[config.mk]
export PLATFORM = sky130hd
export DESIGN_NAME = crc16_frame_receiver
export DESIGN_NICKNAME = d
export VERILOG_FILES = /design/src/rtl/crcfr_pkg.sv /design/src/rtl/crc16_frame_receiver.sv /design/src/rtl/crcfr_deframer.sv /design/src/rtl/crcfr_out_buf.sv
export SDC_FILE = /design/constraint.sdc
export NUM_CORES = 1
export LEC_CHECK = 0
export BUFFER_PORTS_ARGS = -buffer_cell sky130_fd_sc_hd__clkbuf_2
export CELL_PAD_IN_SITES_DETAIL_PLACEMENT = 1
export CELL_PAD_IN_SITES_GLOBAL_PLACEMENT = 2
export CORE_AREA = 2 2 178 180
export DETAILED_ROUTE_END_ITERATION = 16
export DIE_AREA = 0 0 180 182
export GPL_TIMING_DRIVEN = 0
export PLACE_DENSITY = 0.69
export SLEW_MARGIN = 10
export SYNTH_ARGS = -nofsm -noshare
export SYNTH_HDL_FRONTEND = slang
export SYNTH_SLANG_ARGS = --single-unit
export TNS_END_PERCENT = 10
[constraint.sdc]
create_clock -name clk -period 27.6 [get_ports clk]
set_input_delay 6.9 -clock clk [delete_from_list [all_inputs] [get_ports clk]]
set_output_delay 6.9 -clock clk [all_outputs]
set_load 0.03 [all_outputs]
[src/rtl/crcfr_pkg.sv]
// Shared types, codes and the CRC-16-CCITT byte update for the frame receiver.
package crcfr_pkg;

  localparam logic [7:0]  PREAMBLE_BYTE = 8'h55;
  localparam logic [15:0] CRC_POLY      = 16'h1021;
  localparam logic [15:0] LOW_MASK      = 16'h00ff;
  localparam logic [15:0] HIGH_MASK     = 16'hff00;

  typedef logic [1:0] kind_t;
  localparam kind_t KIND_PAYLOAD = 2'd0;
  localparam kind_t KIND_GOOD    = 2'd1;
  localparam kind_t KIND_CRC_ERR = 2'd2;

  typedef struct packed {
    kind_t       result_kind;
    logic        frame_end;
    logic [7:0]  payload_byte;
    logic [7:0]  payload_index;
    logic [15:0] message_type;
    logic [15:0] source_id;
    logic [7:0]  payload_length;
    logic [15:0] received_crc;
    logic [15:0] computed_crc;
  } result_t;

  // MSB-first CRC-16-CCITT update over one byte, no reflection.
  function automatic logic [15:0] crc16_byte(input logic [15:0] crc, input logic [7:0] b);
    logic [15:0] c;
    c = crc ^ {b, 8'h00};
    for (int i = 0; i < 8; i++) begin
      if (c[15]) begin
        c = {c[14:0], 1'b0} ^ CRC_POLY;
      end else begin
        c = {c[14:0], 1'b0};
      end
    end
    return c;
  endfunction

endpackage

[src/rtl/crc16_frame_receiver.sv]
// Top level of the preamble / length / CRC-16-CCITT frame receiver.
//
// in_*  : one received byte per request (in_tdata). Bytes are parsed as
//         preamble 0x55, type (LE16), sender (LE16), length, payload, CRC (LE16).
// out_* : one result per payload byte and one per frame end. out_tuser is the
//         result kind (payload / good / CRC error), out_tlast marks frame end,
//         out_tdata carries the byte, its index, the header fields and CRCs.
// cfg_* : cfg_wr_en writes cfg_wr_data into the CRC check enable (reset 1);
//         write only while idle.
// Output: each result is registered into the result register, or the skid entry under stall.
// Throughput: one byte per cycle while in_tready is high; the per-byte CRC update is combinational.
// Stall: a result register plus a skid entry hold results; in_tready drops only
//         once both are full, and rises again when out_tready takes one.
// Reset: the parser returns to the preamble hunt, header and CRC state clear,
//         the output side empties.
module crc16_frame_receiver (
  input  logic        clk,
  input  logic        rst_n,
  input  logic        cfg_wr_en,
  input  logic        cfg_wr_data,
  input  logic        in_tvalid,
  output logic        in_tready,
  input  logic [7:0]  in_tdata,   // [7:0] rx_byte
  output logic        out_tvalid,
  input  logic        out_tready,
  output logic [87:0] out_tdata,  // payload_byte, payload_index, message_type,
                                  // source_id, payload_length, received_crc,
                                  // computed_crc (lowest bit up)
  output logic [1:0]  out_tuser,  // [1:0] result_kind
  output logic        out_tlast   // frame_end
);

  logic               in_accept;
  logic               res_valid;
  crcfr_pkg::result_t res;
  crcfr_pkg::result_t out_res;

  assign in_accept = in_tvalid && in_tready;

  crcfr_deframer u_deframer (
    .clk         (clk),
    .rst_n       (rst_n),
    .cfg_wr_en   (cfg_wr_en),
    .cfg_wr_data (cfg_wr_data),
    .byte_valid  (in_accept),
    .rx_byte     (in_tdata),
    .res_valid   (res_valid),
    .res         (res)
  );

  crcfr_out_buf u_out_buf (
    .clk        (clk),
    .rst_n      (rst_n),
    .push       (res_valid),
    .push_data  (res),
    .push_ready (in_tready),
    .out_valid  (out_tvalid),
    .out_ready  (out_tready),
    .out_data   (out_res)
  );

  assign out_tdata = {out_res.computed_crc, out_res.received_crc, out_res.payload_length,
                      out_res.source_id, out_res.message_type, out_res.payload_index,
                      out_res.payload_byte};
  assign out_tuser = out_res.result_kind;
  assign out_tlast = out_res.frame_end;

endmodule

[src/rtl/crcfr_deframer.sv]
// Frame parser: preamble hunt, header capture, running CRC and result build.
module crcfr_deframer (
  input  logic                 clk,
  input  logic                 rst_n,
  input  logic                 cfg_wr_en,
  input  logic                 cfg_wr_data,
  input  logic                 byte_valid,
  input  logic [7:0]           rx_byte,
  output logic                 res_valid,
  output crcfr_pkg::result_t   res
);

  typedef enum logic [2:0] {
    PH_WAIT    = 3'd0,
    PH_TYPE    = 3'd1,
    PH_SENDER  = 3'd2,
    PH_LEN     = 3'd3,
    PH_PAYLOAD = 3'd4,
    PH_CRC     = 3'd5
  } phase_t;

  phase_t      phase_r, phase_nxt;
  logic [7:0]  count_r, count_nxt;
  logic [15:0] type_r, type_nxt;
  logic [15:0] sender_r, sender_nxt;
  logic [7:0]  length_r, length_nxt;
  logic [15:0] crc_r, crc_nxt;
  logic [7:0]  crc_lo_r, crc_lo_nxt;
  logic        chk_en_r;

  logic [15:0] crc_upd;
  logic [15:0] rx_crc;
  logic [8:0]  idx_inc;

  assign crc_upd = crcfr_pkg::crc16_byte(crc_r, rx_byte);
  assign rx_crc  = {rx_byte, crc_lo_r};
  assign idx_inc = {1'b0, count_r} + 9'd1;

  always_comb begin
    phase_nxt  = phase_r;
    count_nxt  = count_r;
    type_nxt   = type_r;
    sender_nxt = sender_r;
    length_nxt = length_r;
    crc_nxt    = crc_r;
    crc_lo_nxt = crc_lo_r;
    res_valid  = 1'b0;
    res        = '0;
    res.message_type   = type_r;
    res.source_id      = sender_r;
    res.payload_length = length_r;
    if (byte_valid) begin
      unique case (phase_r)
        PH_WAIT: begin
          if (rx_byte == crcfr_pkg::PREAMBLE_BYTE) begin
            count_nxt  = '0;
            type_nxt   = '0;
            sender_nxt = '0;
            length_nxt = '0;
            crc_nxt    = '0;
            crc_lo_nxt = '0;
            phase_nxt  = PH_TYPE;
          end
        end
        PH_TYPE: begin
          crc_nxt = crc_upd;
          if (count_r == 8'd0) begin
            type_nxt  = (type_r & crcfr_pkg::HIGH_MASK) | {8'h00, rx_byte};
            count_nxt = 8'd1;
          end else begin
            type_nxt  = (type_r & crcfr_pkg::LOW_MASK) | {rx_byte, 8'h00};
            count_nxt = '0;
            phase_nxt = PH_SENDER;
          end
        end
        PH_SENDER: begin
          crc_nxt = crc_upd;
          if (count_r == 8'd0) begin
            sender_nxt = (sender_r & crcfr_pkg::HIGH_MASK) | {8'h00, rx_byte};
            count_nxt  = 8'd1;
          end else begin
            sender_nxt = (sender_r & crcfr_pkg::LOW_MASK) | {rx_byte, 8'h00};
            count_nxt  = '0;
            phase_nxt  = PH_LEN;
          end
        end
        PH_LEN: begin
          crc_nxt    = crc_upd;
          length_nxt = rx_byte;
          count_nxt  = '0;
          phase_nxt  = (rx_byte == 8'd0) ? PH_CRC : PH_PAYLOAD;
        end
        PH_PAYLOAD: begin
          crc_nxt           = crc_upd;
          res_valid         = 1'b1;
          res.result_kind   = crcfr_pkg::KIND_PAYLOAD;
          res.payload_byte  = rx_byte;
          res.payload_index = count_r;
          if (idx_inc >= {1'b0, length_r}) begin
            count_nxt = '0;
            phase_nxt = PH_CRC;
          end else begin
            count_nxt = idx_inc[7:0];
          end
        end
        PH_CRC: begin
          if (count_r == 8'd0) begin
            crc_lo_nxt = rx_byte;
            count_nxt  = 8'd1;
          end else begin
            res_valid        = 1'b1;
            res.frame_end    = 1'b1;
            res.received_crc = rx_crc;
            res.computed_crc = crc_r;
            res.result_kind  = (!chk_en_r || rx_crc == crc_r) ?
                               crcfr_pkg::KIND_GOOD : crcfr_pkg::KIND_CRC_ERR;
            count_nxt        = '0;
            phase_nxt        = PH_WAIT;
          end
        end
        default: begin
          // unused phase code: drop the byte and resync
          phase_nxt = PH_WAIT;
        end
      endcase
    end
  end

  always_ff @(posedge clk) begin
    if (!rst_n) begin
      phase_r  <= PH_WAIT;
      count_r  <= '0;
      type_r   <= '0;
      sender_r <= '0;
      length_r <= '0;
      crc_r    <= '0;
      crc_lo_r <= '0;
      chk_en_r <= 1'b1;
    end else begin
      phase_r  <= phase_nxt;
      count_r  <= count_nxt;
      type_r   <= type_nxt;
      sender_r <= sender_nxt;
      length_r <= length_nxt;
      crc_r    <= crc_nxt;
      crc_lo_r <= crc_lo_nxt;
      if (cfg_wr_en) begin
        chk_en_r <= cfg_wr_data;
      end
    end
  end

endmodule

[src/rtl/crcfr_out_buf.sv]
// Result register with a skid stage that holds one more result while the output stalls.
module crcfr_out_buf (
  input  logic                 clk,
  input  logic                 rst_n,
  input  logic                 push,
  input  crcfr_pkg::result_t   push_data,
  output logic                 push_ready,
  output logic                 out_valid,
  input  logic                 out_ready,
  output crcfr_pkg::result_t   out_data
);

  logic               out_valid_r;
  logic               skid_valid_r;
  crcfr_pkg::result_t out_data_r;
  crcfr_pkg::result_t skid_data_r;

  assign push_ready = !skid_valid_r;
  assign out_valid  = out_valid_r;
  assign out_data   = out_data_r;

  always_ff @(posedge clk) begin
    if (!rst_n) begin
      out_valid_r  <= 1'b0;
      skid_valid_r <= 1'b0;
    end else begin
      if (!out_valid_r || out_ready) begin
        // output slot frees up: refill from skid first, else from the new request
        if (skid_valid_r) begin
          out_valid_r  <= 1'b1;
          skid_valid_r <= 1'b0;
        end else begin
          out_valid_r <= push;
        end
      end else if (push) begin
        skid_valid_r <= 1'b1;
      end
    end
  end

  always_ff @(posedge clk) begin
    if (!out_valid_r || out_ready) begin
      out_data_r <= skid_valid_r ? skid_data_r : push_data;
    end else if (push) begin
      skid_data_r <= push_data;
    end
  end

endmodule

Yosys cells after proc, flatten, opt, wreduce, memory -nomap -nowiden
Index checks and enable logic that the tools add are counted.

Output and inout bits: 93. Bits of input ports: 14. Register bits after elaboration: 260. Word-level logic and storage cells: 126.

$add $sub $neg: 1. Eq/ne operators: 13. Reduce and logical (&&, ||, !) cells: 26. Magnitude comparators: 1. Bitwise gates (word level): 15. Muxes and demuxes: 42.

Operator list (number): $mux W13 (8); $mux W32 (3); $pmux W16 S2 (3); $mux W91 (1); $mux W16 (4); $or A16 B8 Y16 (2); $or A8 B16 Y16 (2); $pmux W8 S2 (2); $pmux W8 S4 (1); $mux W8 (3); $not A3 Y3 (8); $mux W19 (1); $mux W3 (6); $pmux W3 S6 (1); $eq A16 B16 Y1 (1); $logic_not A8 Y1 (2); $xor A16 B16 Y16 (1); $reduce_and A3 Y1 (5); $reduce_bool A2 Y1 (5); $add A8 B1 Y9 const B (1); $ge A9 B8 Y1 (1); $eq A8 B7 Y1 const B (1); $eq A3 B2 Y1 const B (2); $eq A3 B3 Y1 const B (2); other kinds (18) (32).

Logic depth before layout (Yosys ltp)
Depth in word-level cells: 18. Depth in mapped cells: 11. Mapped depth without buffers: 10.

Hierarchy
Synthesis repeated with hierarchy kept, for this count alone.

Cells, all modules: 760. Area, all modules: 10739.0 um^2.

Modules (own cells, without submodules): crcfr_out_buf (times used 1, area each 6666.4 um^2, cells each 292, seq. area each 5505.3 um^2); crcfr_deframer (times used 1, area each 4066.4 um^2, cells each 467, seq. area each 1521.5 um^2); crc16_frame_receiver (times used 1, area each 6.3 um^2, cells each 1, seq. area each 0.0 um^2).

Worst setup path before layout
Ideal clock, no wire load.

Path kind: input port to flip-flop. Start point: input port out_tready. End point: register u_out_buf.skid_data_r[0] in the netlist's numbering (enable). Cell stages on the path: 2. Arrival: 13.145 ns. Data required time: 27.059 ns. Slack: 13.914 ns. Library setup time: 0.541 ns. Cell sequence: nand2b_1 -> nor2_1.

Word-level cells in the longest chain between the ends: 3.

Ends and longest elaborated chain: start: declaration (line crc16_frame_receiver.sv:25) `input logic out_tready,`; $logic_or A1 B1 Y1 (line crcfr_out_buf.sv:42) `if (!out_valid_r || out_ready) begin`; $not A1 Y1 (no source line); $reduce_and A2 Y1 (no source line); end signal: assignment (line crcfr_out_buf.sv:45) `skid_data_r <= push_data;`; end: declaration (line crcfr_out_buf.sv:16) `crcfr_pkg::result_t skid_data_r;`.

No other way between the ends. A chain may end at the register's enable or synchronous reset.

Worst setup path in the final report
Start point: input port in_tvalid. End point: register u_out_buf.skid_data_r[8] in the netlist's numbering (enable).

Word-level cells in the longest chain between the ends: 3.

Ends and longest elaborated chain: start: declaration (line crc16_frame_receiver.sv:21) `input logic in_tvalid,`; $logic_and A1 B1 Y1 (line crc16_frame_receiver.sv:38) `assign in_accept = in_tvalid && in_tready;`; $mux W1 (line crcfr_deframer.sv:52) `if (byte_valid) begin`; $reduce_and A2 Y1 (no source line).

No other way between the ends.

==> reports/qor.txt <==
outcome - finished clean
crit path DAT - 9420 ps
CTS Sinks - 260
DRC viols - 0
CTS Buf Count - 28
worst clock skew - 10.9 ps
crit path launch type - input pin
static leakage - 5.47 nW
final setup fails - 0
post-synth top area cell - edfxtp_1
Slew HR - 36.8%
TritonRoute pass-1 iters - 4
final non-filler cell total - 1355
Max Root-Sink Buffers - 3
met2 wire length - 12.4 mm
Setup TNS - 0 ps
Die H - 182 um
clk slew on worst S/H paths - 60 ps
final period utilization - 33.3%
Routed Antenna Nets - 0
fraction of registers with async set/reset - 0%
post_cts resized - 0
first-pass GRT wire length - 41.7 mm
Yosys warnings - 0
top post-synthesis cells by area - edfxtp_1 51%, dfxtp_1 15%, mux2_2 3.5%
Max Used Layer - met4
Mapped Avg Cell Area - 13.4 um^2
largest net degree at the start of global routing - 60
Detailed Route WL - 26.6 mm
DRT met1 WL - 13.0 mm
Max VDD drop - 0.0434 mV
core area - 0.0310 mm^2
Hold Crit Class - flip-flop to flip-flop
routed len/inst - 19.6 um
FF+latch count, synth - 260
grt total ovfl - 0
register area share after synthesis - 65.9%
die area - 0.0328 mm^2
hold-fix buffers at CTS - 0
initial antenna violation count - 0
Final HPWL DP - 17.9 mm
Nets - 954
FMAX - 0.109 GHz
Starting Density - 34.4%
CTS Root Cell - clkbuf_16
DR iter-0 viols - 399
CTS tree - built
Max Transition Viols Final - 0
clock latency at the later pin of the worst-skew pair - 540 ps
chip width - 180 um
IO Pins - 107
GR Util All Layers - 16.2%
Max FO, Critical Path - 25
post-route minimum period - 9190 ps
Most used DFF post-synth - edfxtp_1
Worst-Margin Slew - 948 ps
met3 wire len - 873 um
top-count cell post-synth - edfxtp_1
Gate Count Post-Synth - 794
number of global-route vias before repair - 6943
gp weighted congestion - 0.794
Syn-to-layout area delta - 20.2%
H-tree Lvls - 1
buffers added on ports - 102
number of flops mapped to enable cells by yosys - 182
Post-CTS Setup Inserts - 0
num rows - 65
leading cell types by count after synthesis - 182 x edfxtp_1, 78 x dfxtp_1, 68 x nor2_1
post-synthesis cell area - 0.0107 mm^2
Crit. End Element - flip-flop
PwrDens - 75.2 mW/mm^2
top-area cell type share of the netlist area - 51.3%
R2R setup slack - 24100 ps
synth unique cells - 61
Max Cap Viol - 0
layout cells sized above 1 - 25.5%
RSZ-0062 raised after global routing - false
Final Hold Fails - 0
syn_nets - 818
dpl cells - 1302
Critical Path RT - 27830 ps
vias - 6667
number of vias per cell - 4.92
Crit Path Class - input pin to flip-flop
[worst paths after layout]
path	from	endpoint	cells past startpoint
min reg2reg	u_deframer.type_r[8]	u_out_buf.skid_data_r[64]	0
max	in_tvalid	u_out_buf.skid_data_r[8]	9
min	u_deframer.type_r[8]	u_out_buf.skid_data_r[64]	0
max reg2reg	u_deframer.count_r[0]	u_deframer.phase_r[1]	11
[where the power goes]
| part | internal (W) | switching, W | total [W] |
|---|---|---|---|
| Combinational | 0.0000408 | 0.0000816 | 0.000122 |
| Clock | 0.000254 | 0.000159 | 0.000413 |
| Sequential | 0.000423 | 0.00000571 | 0.000429 |
| Total | 0.000718 | 0.000246 | 0.000964 |
[per-stage QoR]
step	util (%)	hold WS [ps]	setup slack, ps	cell area, um^2	total power (W)
detailed placement	38.1	449	17750	11800	0.000560
finish	41.4	461	18410	12800	0.000964
CTS	41.3	465	18310	12800	0.000976
floorplan	-	426	13910	10700	0.000524
global placement	37.7	442	8540	11700	0.000559
global route	41.3	483	18130	12800	0.00100
[placed cells by master (no fill, tap or decap), types with 6 or more instances in the layout]
master       n
edfxtp_1   182
clkbuf_2   102
dfxtp_1     78
nor2_1      67
a21o_1      48
nand2_1     47
clkbuf_1    35
mux2_2      33
a22oi_1     32
clkbuf_16   28
xnor2_1     25
and2_4      25
inv_1       22
and2_1      19
a21oi_1     17
mux2i_1     16
xor2_1      12
o21ai_0     12
ha_1        10
buf_6        9
a22o_1       9
nand3_1      8
nand4_1      7
a31oi_1      7
bufinv_16    7
or4_1        6
clkinv_2     6
[area by class of cell]
cell class | instances | area (um^2)
diodes | 1 | 2.50
clock inverters | 22 | 303
repair buffers | 106 | 606
flip-flops and latches | 260 | 7030
well taps | 402 | 503
plain buffers | 50 | 265
clock buffers | 30 | 718
multi-input cells | 461 | 3300
fillers | 3260 | 18200
inverters | 23 | 88.8
[logic make-up after synthesis]
family | share of synthesized area [%]
xor gates and xnor gates | 3.25
and+or+nand+nor | 10.9
DFF | 65.9
AOI/OAI and AO/OA | 10.5
buffers and inverters | 3.32
adders and majority gates | 1.17
muxes | 4.99
[worst max-delay path: stages]
cell      delay [ps]
clkbuf_2         110
nor2b_1          130
buf_2            220
and3_1           180
clkbuf_1         350
clkbuf_1         450
nor2_1           130
nor2_4           650
buf_12           290
[registers in the layout (all words and copies together), names as in the netlist]
register and cells:
u_out_buf.out_valid 1, u_deframer.count_r 8, u_deframer.chk_en_r 1, u_out_buf.skid_data_r 91, u_deframer.phase_r 3, u_deframer.type_r 16, u_out_buf.skid_valid_r 1, u_out_buf.out_data 91
u_deframer.sender_r 16, u_deframer.length_r 8, u_deframer.crc_r 16, u_deframer.crc_lo_r 8
[per-layer routing]
layer	up-vias	global-route usage (%)
met5	-	0
li1	3182	-
met1	3352	22.8
met3	27	2.39
met2	106	26.4
met4	0	3.51
No activity file was read; power rests on OpenSTA's default activity.
